### src/hw/rtl/des_fr_pkg.sv
package des_fr_pkg;

    // Request and result payloads
    typedef struct packed {
        logic [31:0] left_in;
        logic [31:0] right_in;
        logic [47:0] round_key;
    } t_des_fr_req;

    typedef struct packed {
        logic [31:0] left_out;
        logic [31:0] right_out;
    } t_des_fr_res;

    // Stage 1 -> 2: halves plus expanded right XOR key
    typedef struct packed {
        logic [31:0] left;
        logic [31:0] right;
        logic [47:0] mix;
    } t_des_fr_s1;

    // Stage 2 -> 3: halves plus S-box output
    typedef struct packed {
        logic [31:0] left;
        logic [31:0] right;
        logic [31:0] sout;
    } t_des_fr_s2;

    localparam int NUM_SBOX = 8;

    // S-box rows, column 0 in the most significant nibble
    localparam logic [0:15][3:0] SBOX [0:NUM_SBOX-1][0:3] = '{
        '{64'hE4D12FB83A6C5907, 64'h0F74E2D1A6CB9538,
          64'h41E8D62BFC973A50, 64'hFC8249175B3EA06D},
        '{64'hF18E6B34972DC05A, 64'h3D47F28EC01A69B5,
          64'h0E7BA4D158C6932F, 64'hD8A13F42B67C05E9},
        '{64'hA09E63F51DC7B428, 64'hD709346A285ECBF1,
          64'hD6498F30B12C5AE7, 64'h1AD069874FE3B52C},
        '{64'h7DE3069A1285BC4F, 64'hD8B56F03472C1AE9,
          64'hA690CB7DF13E5284, 64'h3F06A1D8945BC72E},
        '{64'h2C417AB6853FD0E9, 64'hEB2C47D150FA3986,
          64'h421BAD78F9C5630E, 64'hB8C71E2D6F09A453},
        '{64'hC1AF92680D34E75B, 64'hAF427C9561DE0B38,
          64'h9EF528C3704A1DB6, 64'h432C95FABE17608D},
        '{64'h4B2EF08D3C975A61, 64'hD0B7491AE35C2F86,
          64'h14BDC37EAF680592, 64'h6BD814A7950FE23C},
        '{64'hD2846FB1A93E50C7, 64'h1FD8A374C56B0E92,
          64'h7B419CE206ADF358, 64'h21E74A8DFC90356B}
    };

    // P wiring, standard numbering (1 = MSB), output bit 1 first
    localparam logic [0:31][5:0] P_TAB = {
        6'd16, 6'd7,  6'd20, 6'd21, 6'd29, 6'd12, 6'd28, 6'd17,
        6'd1,  6'd15, 6'd23, 6'd26, 6'd5,  6'd18, 6'd31, 6'd10,
        6'd2,  6'd8,  6'd24, 6'd14, 6'd32, 6'd27, 6'd3,  6'd9,
        6'd19, 6'd13, 6'd30, 6'd6,  6'd22, 6'd11, 6'd4,  6'd25
    };

    // E expansion: group g takes bits 4g-1 .. 4g+4 of the right half (wrapping)
    function automatic logic [47:0] expand_e(input logic [31:0] r);
        logic [47:0] e;
        logic [4:0]  pos;
        e   = '0;
        pos = '0;
        for (int g = 0; g < NUM_SBOX; g++) begin
            for (int k = 0; k < 6; k++) begin
                pos = 5'(31 - ((4 * g + k + 31) & 31));
                e[47 - (6 * g + k)] = r[pos];
            end
        end
        return e;
    endfunction

    // Eight 6-to-4 lookups: row from the outer bits, column from the middle four
    function automatic logic [31:0] subst(input logic [47:0] x);
        logic [31:0] s;
        logic [5:0]  six;
        s   = '0;
        six = '0;
        for (int g = 0; g < NUM_SBOX; g++) begin
            six = x[47 - 6 * g -: 6];
            s[31 - 4 * g -: 4] = SBOX[g][{six[5], six[0]}][six[4:1]];
        end
        return s;
    endfunction

    // P permutation
    function automatic logic [31:0] permute_p(input logic [31:0] x);
        logic [31:0] y;
        logic [5:0]  pos;
        y   = '0;
        pos = '0;
        for (int i = 0; i < 32; i++) begin
            pos = 6'd32 - P_TAB[i];
            y[31 - i] = x[pos[4:0]];
        end
        return y;
    endfunction

endpackage

### src/hw/rtl/des_fr_expand.sv
module des_fr_expand (
    input  logic                   i_clk,
    input  logic                   i_rst_n,
    input  logic                   i_valid,
    output logic                   o_ready,
    input  des_fr_pkg::t_des_fr_req i_data,
    output logic                   o_valid,
    input  logic                   i_ready,
    output des_fr_pkg::t_des_fr_s1 o_data
);
    import des_fr_pkg::*;

    logic       r_valid;
    logic       n_valid;
    t_des_fr_s1 r_data;
    t_des_fr_s1 n_data;
    logic       load;

    // Stage advances when empty or when downstream takes its request
    assign o_ready = !r_valid || i_ready;
    assign load    = i_valid && o_ready;

    always_comb begin
        n_valid = o_ready ? i_valid : r_valid;
        n_data.left  = i_data.left_in;
        n_data.right = i_data.right_in;
        n_data.mix   = expand_e(i_data.right_in) ^ i_data.round_key;
    end

    always_ff @(posedge i_clk) begin
        if (!i_rst_n) begin
            r_valid <= 1'b0;
        end else begin
            r_valid <= n_valid;
        end
    end

    always_ff @(posedge i_clk) begin
        if (load) begin
            r_data <= n_data;
        end
    end

    assign o_valid = r_valid;
    assign o_data  = r_data;

endmodule

### src/hw/rtl/des_fr_sbox.sv
module des_fr_sbox (
    input  logic                   i_clk,
    input  logic                   i_rst_n,
    input  logic                   i_valid,
    output logic                   o_ready,
    input  des_fr_pkg::t_des_fr_s1 i_data,
    output logic                   o_valid,
    input  logic                   i_ready,
    output des_fr_pkg::t_des_fr_s2 o_data
);
    import des_fr_pkg::*;

    logic       r_valid;
    logic       n_valid;
    t_des_fr_s2 r_data;
    t_des_fr_s2 n_data;
    logic       load;

    assign o_ready = !r_valid || i_ready;
    assign load    = i_valid && o_ready;

    // Substitution through the eight S-boxes
    always_comb begin
        n_valid = o_ready ? i_valid : r_valid;
        n_data.left  = i_data.left;
        n_data.right = i_data.right;
        n_data.sout  = subst(i_data.mix);
    end

    always_ff @(posedge i_clk) begin
        if (!i_rst_n) begin
            r_valid <= 1'b0;
        end else begin
            r_valid <= n_valid;
        end
    end

    always_ff @(posedge i_clk) begin
        if (load) begin
            r_data <= n_data;
        end
    end

    assign o_valid = r_valid;
    assign o_data  = r_data;

endmodule

### src/hw/rtl/des_fr_perm.sv
module des_fr_perm (
    input  logic                   i_clk,
    input  logic                   i_rst_n,
    input  logic                   i_valid,
    output logic                   o_ready,
    input  des_fr_pkg::t_des_fr_s2 i_data,
    output logic                   o_valid,
    input  logic                   i_ready,
    output des_fr_pkg::t_des_fr_res o_data
);
    import des_fr_pkg::*;

    logic        r_valid;
    logic        n_valid;
    t_des_fr_res r_data;
    t_des_fr_res n_data;
    logic        load;

    assign o_ready = !r_valid || i_ready;
    assign load    = i_valid && o_ready;

    // P permutation and the Feistel swap
    always_comb begin
        n_valid = o_ready ? i_valid : r_valid;
        n_data.left_out  = i_data.right;
        n_data.right_out = i_data.left ^ permute_p(i_data.sout);
    end

    always_ff @(posedge i_clk) begin
        if (!i_rst_n) begin
            r_valid <= 1'b0;
        end else begin
            r_valid <= n_valid;
        end
    end

    always_ff @(posedge i_clk) begin
        if (load) begin
            r_data <= n_data;
        end
    end

    assign o_valid = r_valid;
    assign o_data  = r_data;

endmodule

### src/hw/rtl/des_feistel_round_core.sv
// One DES Feistel round (FIPS 46 E, S-box and P tables). Each request carries
// the left and right halves and a 48-bit round key; each result gives
// left_out = right_in and right_out = left_in XOR f(right_in, round_key).
// Three register stages (E expansion and key XOR, S-box lookup, P permutation
// and XOR into the left half) lie between acceptance and o_res_valid; a new
// request can be accepted every cycle unless stalled. Each stage holds its
// request while the next one is full, so backpressure on the result side
// stalls the pipe without dropping or repeating anything; up to three
// requests can be in flight. There is no state beyond the pipe itself.
module des_feistel_round_core (
    input  logic                    i_clk,
    input  logic                    i_rst_n,
    input  logic                    i_req_valid,
    output logic                    o_req_ready,
    input  des_fr_pkg::t_des_fr_req i_req,
    output logic                    o_res_valid,
    input  logic                    i_res_ready,
    output des_fr_pkg::t_des_fr_res o_res
);
    import des_fr_pkg::*;

    logic       s1_valid;
    logic       s1_ready;
    t_des_fr_s1 s1_data;
    logic       s2_valid;
    logic       s2_ready;
    t_des_fr_s2 s2_data;

    // Stage 1: expansion and key mix
    des_fr_expand u_expand (
        .i_clk   (i_clk),
        .i_rst_n (i_rst_n),
        .i_valid (i_req_valid),
        .o_ready (o_req_ready),
        .i_data  (i_req),
        .o_valid (s1_valid),
        .i_ready (s1_ready),
        .o_data  (s1_data)
    );

    // Stage 2: S-boxes
    des_fr_sbox u_sbox (
        .i_clk   (i_clk),
        .i_rst_n (i_rst_n),
        .i_valid (s1_valid),
        .o_ready (s1_ready),
        .i_data  (s1_data),
        .o_valid (s2_valid),
        .i_ready (s2_ready),
        .o_data  (s2_data)
    );

    // Stage 3: permutation, swap, output register
    des_fr_perm u_perm (
        .i_clk   (i_clk),
        .i_rst_n (i_rst_n),
        .i_valid (s2_valid),
        .o_ready (s2_ready),
        .i_data  (s2_data),
        .o_valid (o_res_valid),
        .i_ready (i_res_ready),
        .o_data  (o_res)
    );

endmodule

### config.mk
export PLATFORM = sky130hd
export DESIGN_NAME = des_feistel_round_core
export DESIGN_NICKNAME = d
export VERILOG_FILES = /design/src/hw/rtl/des_fr_pkg.sv /design/src/hw/rtl/des_fr_expand.sv /design/src/hw/rtl/des_fr_sbox.sv /design/src/hw/rtl/des_fr_perm.sv /design/src/hw/rtl/des_feistel_round_core.sv
export SDC_FILE = /design/constraint.sdc
export NUM_CORES = 1
export LEC_CHECK = 0
export BUFFER_PORTS_ARGS = -buffer_cell sky130_fd_sc_hd__buf_4
export CAP_MARGIN = 20
export CELL_PAD_IN_SITES_DETAIL_PLACEMENT = 1
export CELL_PAD_IN_SITES_GLOBAL_PLACEMENT = 1
export CORE_UTILIZATION = 49
export CTS_CLUSTER_DIAMETER = 150
export CTS_CLUSTER_SIZE = 12
export DETAILED_ROUTE_END_ITERATION = 16
export PLACE_DENSITY = 0.87
export SETUP_SLACK_MARGIN = 0.15
export SLEW_MARGIN = 25
export SYNTH_ARGS = -nofsm -noshare
export SYNTH_HDL_FRONTEND = slang
export SYNTH_SLANG_ARGS = --single-unit
### constraint.sdc
create_clock -name i_clk -period 13.25 [get_ports i_clk]
set_input_delay 1.9875 -clock i_clk [delete_from_list [all_inputs] [get_ports i_clk]]
set_output_delay 1.9875 -clock i_clk [all_outputs]
set_load 0.01 [all_outputs]
Word level (Yosys, flattened, before mapping)
Index checks and enable logic that the tools add are counted.
- bits in latches: 0
- input bits: 116
- memories kept: 0
- output and inout port bits: 66
- ROM bits: 0
- memory bits (writable): 0
- register bits after elaboration: 275
- logic and storage cells: 102
- $add $sub $neg: 0
- divide/modulo/power cells: 0
- bitwise operators: 18
- reductions and logical operators: 9
- $mul: 0
- shift-type cells: 0
- multiplexer cells: 48
- order comparisons: 16
- eq/ne operators: 0
- operator list (operator ; count):
    64-bit binary-select mux with 2-bit select ; 8
    64-bit 2-to-1 mux ; 16
    4-bit binary-select mux with 4-bit select ; 8
    4-bit 2-to-1 mux ; 16
    48-bit bitwise XOR ; 1
    5-bit greater-or-equal comparator, second input constant ; 8
    4-bit inverter with 5-bit output ; 8
    32-bit bitwise XOR ; 1
    3-bit greater-or-equal comparator, second input constant ; 8
    2-bit inverter with 3-bit output ; 8
    1-bit logical AND ; 3
    1-bit zero test ; 3
    1-bit logical OR ; 3

Logic depth before layout (Yosys ltp)
Gate-level depths: netlist (run 1).
- word-level depth: 7
- depth in mapped cells: 9
- depth with buffers taken out: 7

Cells and area by module
From an unflattened synthesis (run 1), not the netlist that was laid out.
- cell total of the unflattened synthesis: 1035
- area, all modules: 14102.3 sq um
- by module, submodules not included (module ; sequential area each (sq um) ; area each (sq um) ; cells each ; instances):
    des_fr_sbox ; 2902.8 ; 8001.4 ; 769 ; 1
    des_fr_expand ; 3383.2 ; 3841.2 ; 165 ; 1
    des_fr_perm ; 1941.9 ; 2259.7 ; 101 ; 1

Least setup slack after synthesis (run 1)
OpenSTA, ideal clock, no wires.
- path kind: input port to flip-flop
- from: in i_res_ready
- to: reg u_sbox.r_data (netlist bit u_sbox.o_data[0]), enable pin
- path slack: 3516 ps
- data required time: 12553 ps
- path buffers: 0
- stages: 2
- library setup time: 697 ps
- arrival: 9037 ps
- cell sequence: nor2b_1 -> a21boi_0
- word-level cells in the longest chain between the ends: 3
- ends and longest elaborated chain (item ; line ; RTL):
    start, declared ; des_feistel_round_core.sv:17 ; input logic i_res_ready,
    1-bit logical OR ; des_fr_perm.sv:19 ; assign o_ready = !r_valid || i_ready;
    1-bit logical OR ; des_fr_sbox.sv:19 ; assign o_ready = !r_valid || i_ready;
    1-bit logical AND ; des_fr_sbox.sv:20 ; assign load = i_valid && o_ready;
    net u_sbox.load ; des_fr_sbox.sv:17 ; logic load;
    end signal, assigned ; des_fr_sbox.sv:40 ; r_data <= n_data;
    end, declared ; des_fr_sbox.sv:15 ; t_des_fr_s2 r_data;
The timed path passes the listed nets, and every way through them passes these cells.
A chain may end at the register's enable or synchronous reset.

Worst setup path after layout (run 1)
- from: in i_res_ready
- to: out o_req_ready
- word-level cells in the longest chain between the ends: 3
- ends and longest elaborated chain (item ; line ; RTL):
    1-bit logical OR ; des_fr_perm.sv:19 ;
    1-bit logical OR ; des_fr_sbox.sv:19 ;
    1-bit logical OR ; des_fr_expand.sv:20 ; assign o_ready = !r_valid || i_ready;
    end, declared ; des_feistel_round_core.sv:14 ; output logic o_req_ready,
No other way between the ends.

==> results.txt, run 1 <==
drc violations -> 0
DR iter-0 viols -> 475
DPL Wire Length -> 21900 um
Clock Skew -> 0.00813 ns
Post-Route WL -> 32400 um
Final min period -> 5.15 ns
Async S/R FF share, synth -> 0%
CTS buffer count -> 26
I/O pin cnt -> 182
Top FF cell, synth -> edfxtp_1
Cell Rows -> 61
Area Growth Syn to Fin -> 16.3%
Warnings, synthesis -> 0
Chip Height -> 171 um
synthesized net count -> 1248
fin. max-slew vios -> 0
Core Area -> 27900 sq um
Yosys cell types -> 68
post-route cell area -> 16200 sq um
flop2flop setup slack -> 10.54 ns
Setup Crit Path Kind -> in2out
actual slew at the worst max-slew pin -> 0.954 ns
Final Net Count -> 1395
grt ovf -> 0
total setup buffers inserted after CTS -> 0
Antenna diodes -> 0
CTS Root Cell -> clkbuf_16
multi-input combinational cell area -> 5240 sq um
RD Place Congestion -> 0.880
Final Hold Vio Count -> 0
FMAX -> 0.194 GHz
# clock sinks -> 275
Critical Path RT -> 11.26 ns
DR vias -> 9067
crit share post-route -> 38.8%
Slew HR -> 36.4%
CTS Hold Bufs -> 0
CP Max Fanout -> 6
cts repair resizes -> 0
Hold Path Class -> reg2reg
Seq. cell area -> 8230 sq um
Die X -> 171 um
die area -> 29100 sq um
Final setup viols -> 0
fill cell count -> 2803
cell area power density -> 134 nW/um^2
largest net degree at the start of global routing -> 86
Post-synth EDFFs -> 272
status -> complete, no violations
critical path capture point type -> primary output
Leakage -> 6.11 nW
final setup TNS -> 0 ns
Initial Util -> 50.0%
DR pass1 iterations -> 5
DRT antenna net count -> 0
register area share after synthesis -> 59.1%
Avg WL per Cell -> 20.2 um
count of input and output buffers -> 181
Mapped Cells -> 1069
layout cells sized above 1 -> 20.6%
Worst-path clk slew -> 0.06 ns
CTS H-tree lvls -> 1
WHS -> 0.417 ns
Clk Latency, worst-skew pair -> 0.53 ns
Cell Area, Synth -> 13900 sq um
startpoint types -> input pin
Yosys reg bits -> 275
drt via density -> 5.65
Avg Cell Area, Syn -> 13.0 sq um
first-pass GRT wire length -> 50300 um
Arr. time, crit path -> 3.16 ns
overall routing resource usage -> 22.2%
vias in the first global route -> 9340
CTS tree -> yes
initial antenna violation count -> 0
RSZ-0062 raised after global routing -> false
dpl cell area -> 15500 sq um
VDD IR-drop max -> 0.0790 mV
Max-Cap Viols -> 0
Max clock buf depth -> 3
worst max-delay path: stages:
cell and delay (ns):
buf_4 0.11, nor2b_1 0.63, nand3_1 0.23, buf_4 0.20
layout make-up:
class,count,area share [%]
Multi-Input combinational cell,692,32.3
Clock buffer,38,4.43
Inverter,34,0.788
Timing Repair Buffer,187,8.74
Tap cell,378,2.92
Sequential cell,275,50.8
path summary, 6_finish.rpt:
kind / from / end / depth (start not counted)
min reg2reg: u_expand.o_data[87]$_DFFE_PP_ / u_sbox.o_data[71]$_DFFE_PP_ / 0
max: i_res_ready / o_req_ready / 4
min: u_expand.o_data[87]$_DFFE_PP_ / u_sbox.o_data[71]$_DFFE_PP_ / 0
max reg2reg: u_expand.o_data[41]$_DFFE_PP_ / u_sbox.o_data[27]$_DFFE_PP_ / 6
metrics by stage:
| step | power, mW | worst slack (ns) | instances | util, % |
|---|---|---|---|---|
| after CTS | 2.20 | 8.10 | 1603 | 58.1 |
| after global routing | 2.27 | 8.03 | 1604 | 58.1 |
| after detailed placement | 1.52 | 8.12 | 1565 | 55.5 |
| final | 2.18 | 8.10 | 1604 | 58.1 |
| after global placement | 1.49 | 8.24 | 1565 | 55.5 |
| after floorplan | 1.40 | 3.52 | 1069 | - |
power breakdown:
group	internal (mW)	total [mW]	leakage [nW]	switching [mW]
Combinational	0.184	0.380	3.16	0.196
Clock	0.368	0.673	0.346	0.305
Sequential	1.04	1.12	2.61	0.0844
Total	1.59	2.18	6.11	0.585
logic make-up after synthesis:
kind of cell               after synthesis  share of synthesized area, %
buffers and inverters                  102                          3.57
adders and majority gates               63                          5.66
xor gates and xnor gates                92                          5.79
AOI/OAI and AO/OA                      245                          11.3
muxes                                   57                          6.58
DFF                                    275                          59.1
and+or+nand+nor                        235                          8.00
per-layer routing:
metal / track usage (%) / vias to the layer above / share of wire, %
li1: - / 4268 / -
met1: 28.2 / 4530 / 41
met2: 40.0 / 227 / 52
met3: 2.87 / 42 / 4.5
met4: 5.48 / 0 / 1.8
met5: 0 / - / 0
synth_stat cells (27+ instances only):
library cell,count,share of area (%)
a21oi_1,56,2.0
buf_2,31,1.1
edfxtp_1,272,59
ha_1,63,5.7
inv_1,31,0.84
mux4_2,27,4.4
nand2_1,72,1.9
nor2_1,63,1.7
nor2b_1,30,1.3
o211ai_1,27,1.5
o21ai_0,46,1.7
xor2_1,87,5.5
state kept, by name (all words and copies together), names as in the netlist:
register and cells:
u_sbox.o_data 96, u_expand.o_data 112, u_perm.o_valid 1, u_expand.o_valid 1, u_sbox.o_valid 1, u_perm.o_data 64
layout by cell type, fill, tap and decap left out, types with 5 or more instances in the layout:
master     Yosys  routed
xnor2_1        5       5
mux4_2        27      27
o221ai_1       5       5
inv_1         31      31
edfxtp_1     272     272
ha_1          63      63
o21ai_1       25      25
a21oi_1       56      56
mux2i_1       24      24
nand2b_1      24      24
nor2_1        63      63
a211oi_1       8       8
nand3b_1       5       5
nor3_1        15      15
a221oi_1       5       5
nor2b_1       30      29
o21a_1         8       8
nand3_1       13      13
clkbuf_16      0      27
xor2_1        87      87
nand2_1       72      72
o21ai_0       46      46
o211ai_1      27      27
buf_4          7     185
a21o_1         5       5
a31oi_1        9       8
o22ai_1        5       5
o31ai_1        6       6
clkbuf_1      16      11
No activity file was read; power rests on OpenSTA's default activity.
==> run 2: changes to the inputs <==
--- a/config.mk
+++ b/config.mk
@@ -9,11 +9,11 @@
 export CAP_MARGIN = 20
 export CELL_PAD_IN_SITES_DETAIL_PLACEMENT = 1
 export CELL_PAD_IN_SITES_GLOBAL_PLACEMENT = 1
-export CORE_UTILIZATION = 49
+export CORE_UTILIZATION = 43
 export CTS_CLUSTER_DIAMETER = 150
 export CTS_CLUSTER_SIZE = 12
 export DETAILED_ROUTE_END_ITERATION = 16
-export PLACE_DENSITY = 0.87
+export PLACE_DENSITY = 0.82
 export SETUP_SLACK_MARGIN = 0.15
 export SLEW_MARGIN = 25
 export SYNTH_ARGS = -nofsm -noshare
==> constraint.sdc (replaced) <==
create_clock -name i_clk -period 4.55 [get_ports i_clk]
set_input_delay 0.6825 -clock i_clk [delete_from_list [all_inputs] [get_ports i_clk]]
set_output_delay 0.6825 -clock i_clk [all_outputs]
set_load 0.01 [all_outputs]
==> run 2 against run 1 <==
Via count is 1.7% lower. First-iteration DRC count is 18% higher. Count of clock-buffer cells in the layout stayed put. Cell count is 1.4% higher. Worst hold slack worse by 0.099 ns. Core utilization is 6.9 points lower. Register-to-register slack worse by 8.6 ns. Flip-flop and latch count stayed put. Cell area is 0.32% higher. Critical path depth is 2 higher. Largest cell class unchanged. Largest power group unchanged.
==> results.txt, run 2 (synthesis gave the netlist of run 1 again) <==
fill cell count -> 3238 (+16%)
Leakage -> 6.12 nW (about the same)
cts repair resizes -> 0 (unchanged)
Final min period -> 2.61 ns
first-pass GRT wire length -> 49000 um (-2.5%)
Chip Height -> 182 um (+6.7%)
Initial Util -> 43.9% (-6.1 points)
cell area power density -> 389 nW/um^2 (+190%)
CTS Root Cell -> clkbuf_16
hold endpoint -> u_expand.o_data[86]$_DFFE_PP_
Area Growth Syn to Fin -> 16.7%
commonest non-fill, non-tap cell in the layout -> edfxtp_1
total setup buffers inserted after CTS -> 0 (unchanged)
flop2flop setup slack -> 1.94 ns (-8.60 ns)
Hold Path Cell Cnt -> 1 (+1)
DR pass1 iterations -> 5 (unchanged)
drt via density -> 5.48 (-3.1%)
crit share post-route -> 57.4%
Final Util -> 51.2% (-6.9 points)
Avg WL per Cell -> 19.0 um (-6.0%)
# clock sinks -> 275 (unchanged)
multi-input combinational cell area -> 5240 sq um (unchanged)
FMAX -> 0.383 GHz
grt ovf -> 0 (unchanged)
final setup TNS -> 0 ns (unchanged)
Antenna diodes -> 0 (unchanged)
startpoint types -> flop
actual slew at the worst max-slew pin -> 0.973 ns (+0.0188 ns)
RR Startpoint -> u_expand.o_data[29]$_DFFE_PP_
Max-Cap Viols -> 0 (unchanged)
I/O pin cnt -> 182 (unchanged)
RSZ-0062 raised after global routing -> false
Critical Path RT -> 4.83 ns (-6.43 ns)
DRT antenna net count -> 0 (unchanged)
fin. max-slew vios -> 0 (unchanged)
Cell Rows -> 65 (+6.6%)
DPL Wire Length -> 20600 um (-6.2%)
die area -> 33100 sq um (+14%)
layout cells sized above 1 -> 20.6% (-0.065 points)
Clk Latency, worst-skew pair -> 0.54 ns (about the same)
VDD IR-drop max -> 0.285 mV (+260%)
Arr. time, crit path -> 2.89 ns (-0.27 ns)
RD Place Congestion -> 0.873 (-0.82%)
initial antenna violation count -> 0 (unchanged)
CTS buffer count -> 26 (unchanged)
Worst-path clk slew -> 0.06 ns (about the same)
Final setup viols -> 0 (unchanged)
number of buffers and inverters on the critical path -> 1 (-1)
drc violations -> 0 (unchanged)
Clock Skew -> 0.00855 ns (+0.000419 ns)
most frequent cells in the layout -> edfxtp_1, buf_4, xor2_1
Die X -> 182 um (+6.7%)
Setup Crit Path Kind -> reg2reg
vias in the first global route -> 9134 (-2.2%)
overall routing resource usage -> 18.6% (-3.6 points)
max reg flops -> 112 (unchanged)
Max clock buf depth -> 3 (unchanged)
CP Max Fanout -> 17 (+11)
DR iter-0 viols -> 562 (+18%)
R2R cell count -> 6 (unchanged)
Hold Path Class -> in2reg
worst hold start -> i_req[86]
Final Net Count -> 1394 (-0.072%)
Seq. cell area -> 8230 sq um (unchanged)
DR vias -> 8911 (-1.7%)
critical path's slowest cell -> edfxtp_1
Post-Route WL -> 30900 um (-4.6%)
crit-path max cell delay -> 0.69 ns (+0.06 ns)
critical path, cell by cell -> inv_1 > ha_1 > nand2b_1 > o21ai_1 > o221ai_1 > mux4_2
reg2reg end -> u_sbox.o_data[16]$_DFFE_PP_
CTS H-tree lvls -> 1 (unchanged)
CTS Hold Bufs -> 0 (unchanged)
status -> complete, no violations
Final Hold Vio Count -> 0 (unchanged)
largest net degree at the start of global routing -> 113 (+31%)
CTS tree -> yes
Core Area -> 31700 sq um (+14%)
critical path capture point type -> flop
cell family with most CP delay -> flip-flops
Slew HR -> 35.2% (-1.3 points)
count of input and output buffers -> 181 (unchanged)
[run 2: cell types whose count changed in the layout (fill, tap and decap cells not counted)]
cell	change
buf_8	+1
buf_4	-3
buf_6	-1
buf_12	+2
[run 2: power by group]
group / switching [mW] / internal, mW / leakage, nW
Clock: 0.883 / 1.07 / 0.346
Combinational: 0.556 / 0.540 / 3.17
Sequential: 0.243 / 3.03 / 2.61
[run 2: layout make-up]
class | instances | area share (%)
clock buffers | 38 | 4.41
flip-flops and latches | 275 | 50.6
repair buffers | 186 | 8.84
well taps | 402 | 3.10
multi-input cells | 692 | 32.2
inverters | 34 | 0.785
[run 2: worst max-delay path by stage]
stage,from,endpoint,slack (ns),cells after the start
after CTS,u_expand.o_data[29]$_DFFE_PP_,u_sbox.o_data[16]$_DFFE_PP_,1.95,6
final,u_expand.o_data[29]$_DFFE_PP_,u_sbox.o_data[16]$_DFFE_PP_,1.94,6
after detailed placement,u_expand.o_data[29]$_DFFE_PP_,u_sbox.o_data[16]$_DFFE_PP_,1.97,6
after global placement,u_expand.o_data[29]$_DFFE_PP_,u_sbox.o_data[16]$_DFFE_PP_,2.11,6
after floorplan,i_res_ready,u_perm.o_data[0]$_DFFE_PP_,0.41,2
after global routing,u_expand.o_data[41]$_DFFE_PP_,u_sbox.o_data[27]$_DFFE_PP_,1.74,6
[run 2: worst reg2reg max path, delay by kind of cell, from the launching register on]
kind,cells,cell delay [ns]
adders and majority gates,1,0.53
and+or+nand+nor,1,0.20
muxes,1,0.48
buffers and inverters,1,0.19
AOI/OAI and AO/OA,2,0.26
DFF,1,0.69
[run 2: routing by layer]
| metal | GRT usage, % | wire length [um] |
|---|---|---|
| met1 | 24.5 | 13500 |
| met2 | 32.4 | 15600 |
| met3 | 2.81 | 1360 |
| met4 | 4.10 | 469 |
| met5 | 0 | 0 |
[run 2: metrics by stage]
step / cells / setup WS [ns] / total power [mW] / hold WS (ns) / cell area, sq um
after floorplan: 1069 / 0.413 / 4.06 / 0.400 / 13900
after global placement: 1587 / 2.11 / 4.34 / 0.400 / 15500
after detailed placement: 1587 / 1.97 / 4.41 / 0.406 / 15500
after CTS: 1625 / 1.95 / 6.39 / 0.287 / 16200
after global routing: 1627 / 1.74 / 6.63 / 0.289 / 16200
final: 1627 / 1.94 / 6.32 / 0.317 / 16200
